[src/rtl/plc_pkg.sv]
// Package for the password lexical checker: verdict codes, class flag
// positions, register indexes and the structs shared between modules.
// No dependencies.
`default_nettype none

package plc_pkg;

   localparam int unsigned CHAR_WIDTH      = 8;
   localparam int unsigned CSR_INDEX_WIDTH = 3;
   localparam int unsigned CSR_DATA_WIDTH  = 32;
   localparam int unsigned CLASS_COUNT     = 5;

   // Class flag bit positions
   localparam int unsigned CL_UPPER = 0;
   localparam int unsigned CL_LOWER = 1;
   localparam int unsigned CL_CTRL  = 2;
   localparam int unsigned CL_DIGIT = 3;
   localparam int unsigned CL_PUNCT = 4;

   localparam logic [CHAR_WIDTH-1:0] CHAR_SPACE = 8'h20;
   localparam logic [CHAR_WIDTH-1:0] CHAR_TILDE = 8'h7E;

   typedef enum logic [1:0] {
      VERDICT_OK      = 2'd0,
      VERDICT_SHORT   = 2'd1,
      VERDICT_RUN     = 2'd2,
      VERDICT_ILLEGAL = 2'd3
   } verdict_type;

   typedef enum logic [CSR_INDEX_WIDTH-1:0] {
      CSR_MIN_CHARS         = 3'd0,
      CSR_MAX_RUN           = 3'd1,
      CSR_PRINTABLE_ONLY    = 3'd2,
      CSR_ALLOW_SINGLE_CASE = 3'd3,
      CSR_FORBIDDEN_MASK    = 3'd4
   } csr_index_type;

   typedef struct packed {
      logic [7:0]  min_chars;
      logic [7:0]  max_run;
      logic        printable_only;
      logic        allow_single_case;
      logic [31:0] forbidden_control_mask;
   } cfg_type;

   typedef struct packed {
      logic [CLASS_COUNT-1:0] class_flags;
      logic                   illegal;
   } byte_info_type;

endpackage

`default_nettype wire

[src/rtl/plc_track.sv]
// Password state: length, run tracking, class flags, latched failure,
// and the end-of-password verdict. Depends on plc_pkg.
`default_nettype none

module plc_track
   import plc_pkg::*;
#(
   parameter int unsigned COUNT_WIDTH = 8
) (
   input  wire logic                  clock,
   input  wire logic                  reset,
   input  wire logic                  step,
   input  wire logic                  finish,
   input  wire logic [CHAR_WIDTH-1:0] char_code,
   input  wire byte_info_type         info,
   input  wire cfg_type               cfg,
   output verdict_type                verdict
);

   localparam int unsigned CmpWidth = (COUNT_WIDTH > 8) ? COUNT_WIDTH : 8;

   logic [COUNT_WIDTH-1:0] length_count_ff, length_count_in;
   logic [COUNT_WIDTH-1:0] run_count_ff, run_count_in;
   logic [CHAR_WIDTH-1:0]  previous_byte_ff, previous_byte_in;
   logic [CLASS_COUNT-1:0] class_flags_ff, class_flags_in;
   verdict_type            failure_code_ff, failure_code_in;

   logic [COUNT_WIDTH-1:0] run_next;
   logic                   run_fail;

   always_comb begin
      length_count_in  = length_count_ff;
      run_count_in     = run_count_ff;
      previous_byte_in = previous_byte_ff;
      class_flags_in   = class_flags_ff;
      failure_code_in  = failure_code_ff;
      run_next = (run_count_ff == '1) ? run_count_ff : run_count_ff + 1'b1;
      run_fail = (cfg.max_run != '0) &&
                 (CmpWidth'(run_next) >= CmpWidth'(cfg.max_run));
      if (finish) begin
         length_count_in  = '0;
         run_count_in     = '0;
         previous_byte_in = '0;
         class_flags_in   = '0;
         failure_code_in  = VERDICT_OK;
      end else if (step) begin
         if (length_count_ff != '1) begin
            length_count_in = length_count_ff + 1'b1;
         end
         // Once a failure is latched only the length keeps counting.
         if (failure_code_ff == VERDICT_OK) begin
            if (char_code != previous_byte_ff) begin
               previous_byte_in = char_code;
               run_count_in     = COUNT_WIDTH'(1);
               if (info.illegal) begin
                  failure_code_in = VERDICT_ILLEGAL;
               end else begin
                  class_flags_in = class_flags_ff | info.class_flags;
               end
            end else begin
               run_count_in = run_next;
               if (run_fail) begin
                  failure_code_in = VERDICT_RUN;
               end else if (info.illegal) begin
                  failure_code_in = VERDICT_ILLEGAL;
               end else begin
                  class_flags_in = class_flags_ff | info.class_flags;
               end
            end
         end
      end
   end

   always_ff @(posedge clock) begin
      if (reset) begin
         length_count_ff  <= '0;
         run_count_ff     <= '0;
         previous_byte_ff <= '0;
         class_flags_ff   <= '0;
         failure_code_ff  <= VERDICT_OK;
      end else begin
         length_count_ff  <= length_count_in;
         run_count_ff     <= run_count_in;
         previous_byte_ff <= previous_byte_in;
         class_flags_ff   <= class_flags_in;
         failure_code_ff  <= failure_code_in;
      end
   end

   always_comb begin
      if ((cfg.min_chars != '0) &&
          (CmpWidth'(length_count_ff) < CmpWidth'(cfg.min_chars))) begin
         verdict = VERDICT_SHORT;
      end else if (failure_code_ff != VERDICT_OK) begin
         verdict = failure_code_ff;
      end else if (class_flags_ff[CL_UPPER] && class_flags_ff[CL_LOWER]) begin
         verdict = VERDICT_OK;
      end else if (class_flags_ff[CL_DIGIT] || class_flags_ff[CL_PUNCT] ||
                   class_flags_ff[CL_CTRL]) begin
         verdict = VERDICT_OK;
      end else if (cfg.allow_single_case) begin
         verdict = VERDICT_OK;
      end else begin
         verdict = VERDICT_ILLEGAL;
      end
   end

endmodule

`default_nettype wire

[config.mk]
export PLATFORM = sky130hd
export DESIGN_NAME = plc_track
export DESIGN_NICKNAME = d
export VERILOG_FILES = /design/src/rtl/plc_pkg.sv /design/src/rtl/plc_track.sv
export SDC_FILE = /design/constraint.sdc
export NUM_CORES = 1
export LEC_CHECK = 0
export ABC_CLOCK_PERIOD_IN_PS = 3900
export BUFFER_PORTS_ARGS = -buffer_cell sky130_fd_sc_hd__buf_2
export CORE_UTILIZATION = 54
export DETAILED_ROUTE_END_ITERATION = 12
export PLACE_DENSITY = 0.84
export SYNTH_ARGS = -nofsm -noshare
export SYNTH_HDL_FRONTEND = slang
export SYNTH_SLANG_ARGS = --single-unit
[constraint.sdc]
create_clock -name clock -period 3.9 [get_ports clock]
set_input_delay 0.195 -clock clock [delete_from_list [all_inputs] [get_ports clock]]
set_output_delay 0.195 -clock clock [all_outputs]
set_load 0.005 [all_outputs]
==> reports/results.ini <==
[route]
met1Wirelength_um=1800
drtIter0Drc=91
wl_met2_um=2020
dr.pass1.iters=4
wire_per_inst_um=12.7
drc=0
met3_length_um=162
ant_nets=0
num_vias=1783
top_layer_used=met4
wirelength_um=4040
viasPerCell=5.61

[clocking]
cts_setup_buffers=0
cts_buffer_depth=2
cts_tree=yes
path_clk_slew_ps=60
cts_hold_buf=0
clock_sinks=31
clock_latency_ps=280
cts_max_level=2
post_cts_resized=0
cts_inserted_buffers=5
root_buffer=clkbuf_8

[yosys]
yosysTopAreaCell=dfxtp_1
synthMuxAreaShare_pct=5.07
yosys.area_share.simple_pct=24.2
postSynthAreaPerCell_um2=8.50
synth_xor_area_share_pct=7.45
synth_top_family_by_area=simple AND/OR/NAND/NOR gates
synth_edf_count=0
synth_nets=320
synth.top_cell.area_share_pct=31.1
ys_warn_count=0
synth-compound-area-share_pct=15.3
synthCells=235
synth-main-ff-cell=dfxtp_1
yosys.area_share.adder_pct=10.6
synth_area_leaders=dfxtp_1 (31%), ha_1 (11%), xnor2_1 (4.8%)
yosys_register_bits=31
yosysSeqAreaShare_pct=31.1
synthArstFlopShare_pct=0
netlist_area_um2=2000
synth.distinct_cells=48

[sta]
timing.hold.ws_ps=179
fin_crit_sh_pct=75.1
fmax_mhz=342
rsz0062_at_grt=false
fin_crit_ps=2930
tightestPinTransition_ps=985
hold_viol_final=0
finalSetupTns_ps=0
relSlewSlack_pct=33.9
skew_ps=7.03
slew_viol_final=0
final-setup-viol-count=0

[floorplan]
die_h_um=62.8
io-pin-count=70
rows=21
core_area_um2=3440
initial_core_util_pct=58.1
die_w_um=62.8
dieArea_um2=3950

[placement]
place_area_um2=2190
place.gp.congestion=0.839
placed_cells=310
hpwl_um=3020
io_buffers=36

[power_and_ir_drop]
power_mw=0.689
powerDensity_nw_per_um2=301
vdd_drop_max_mv=0.252
p_leak_nw=1.04

[global_route]
grt_pass1_wl_um=7100
grt_use_total_pct=22.2
grt_max_degree=26
grt_antenna_before_repair=0
overflow=0
grt_pass1_vias=1725

[layout]
syn_to_final_growth_pct=14.4
nFillCells=307
fin_cells=318
fin_nets=356
drive_above_1_share_pct=20.2
n_antenna_cell=0
seqCellArea_um2=621
multi_input_area_um2=1250
design_area_um2=2290

[worst_setup_path]
cpPeakStageDelay_ps=410
worst-setup-path-type=reg -> reg
cp-start-kind=flop
cp_slowest_cell=dfxtp_1
crit_path_end_kind=flop
crit_fanout=8
crit_chain=ha_1 > and3_1 > nand3_4 > mux2_2 > ha_1 > and3_1 > o21ai_0 > a31oi_1 > o311a_1 > o31a_1
critPathRequiredTime_ps=4060
cp.arrival_ps=3090

[run]
drv_cap=0

[hold_path]
hold_path_class=in -> reg

[status]
status=finished, final reports clean

## critical path, delay by kind of cell, from the launching register on
family                   cells  cell delay, ps
AO/OA/AOI/OAI                4             910
adder cells (fa/ha/maj)      2             550
flip-flops                   1             410
multiplexers                 1             310
AND/OR/NAND/NOR              3             640
## cells in the final DEF (no fill, tap or decap), types with 2 or more instances in the layout
master / count
dfxtp_1: 31
ha_1: 17
nor2b_1: 3
inv_1: 18
a31oi_1: 5
nor4_1: 5
xnor2_1: 11
a41oi_1: 3
nand4_1: 9
nor2_1: 22
xor2_1: 6
and3_1: 6
nand2_1: 17
o21a_1: 3
a21oi_1: 11
nand4b_1: 5
buf_2: 36
nand3_1: 7
o31a_1: 2
o21ai_1: 3
nor3_1: 3
and3_2: 2
and2_1: 2
o21ai_0: 7
a21o_1: 3
clkbuf_8: 7
mux2i_1: 9
## kinds of logic after synthesis
group	after synthesis
compound gates	46
xor+xnor	17
fa+ha+maj	17
buf+inv	26
flops	31
mux	10
simple gates	88
## cells in the mapped netlist (2+ instances only)
master	n
clkbuf_1	2
xor2_1	6
and3_2	2
xnor2_1	11
nor2b_1	3
nand4b_1	5
a31oi_1	5
nor3_1	3
inv_1	18
buf_4	2
o31a_1	2
nand3_1	7
nand4_1	9
nor2_1	22
and2_1	2
nor4_1	5
o21a_1	3
a21o_1	3
a21oi_1	11
o21ai_0	7
mux2i_1	9
dfxtp_1	31
a41oi_1	3
o21ai_1	3
ha_1	17
and3_1	6
nand2_1	17
## metal layers
layer  GRT usage (%)  vias up
li1                -      908
met1            25.8      839
met2            38.5       29
met3            5.84        7
met4            9.01        0
met5               0        -
## state kept, by name, summed over array words and instances (netlist names)
name              count
failure_code_ff       2
previous_byte_ff      8
class_flags_ff        5
run_count_ff          8
length_count_ff       8
## final timing paths
| check | endpoint | depth (start not counted) | slack [ps] | from |
|---|---|---|---|---|
| worst max-delay path | failure_code_ff[1] | 10 | 970 | run_count_ff[0] |
| worst max register to register | failure_code_ff[1] | 10 | 970 | run_count_ff[0] |
| worst min register to register | class_flags_ff[4] | 2 | 450 | class_flags_ff[4] |
| worst min-delay path | previous_byte_ff[1] | 3 | 180 | char_code[1] |
## where the power goes
part	leakage (nW)	internal (mW)	switching (mW)
Clock	0.0515	0.161	0.112
Sequential	0.251	0.323	0.00505
Combinational	0.734	0.0419	0.0465
Total	1.04	0.526	0.163
## cell type report
class                      count  share of cell area, %
timing repair buffer          37                   8.21
sequential                    31                   27.1
tap                           46                   2.52
multi-input combinational    178                   54.8
inverter                      18                   2.96
clock buffer                   8                   4.38
## through the flow
step	utilization [%]	setup WS, ps
3_5_place_dp	63.5	990
4_1_cts	66.4	963
3_3_place_gp	63.5	1040
2_1_floorplan	-	1240
6_report	66.4	972
5_1_grt	66.4	767
Power figures use the tool's default switching activity.
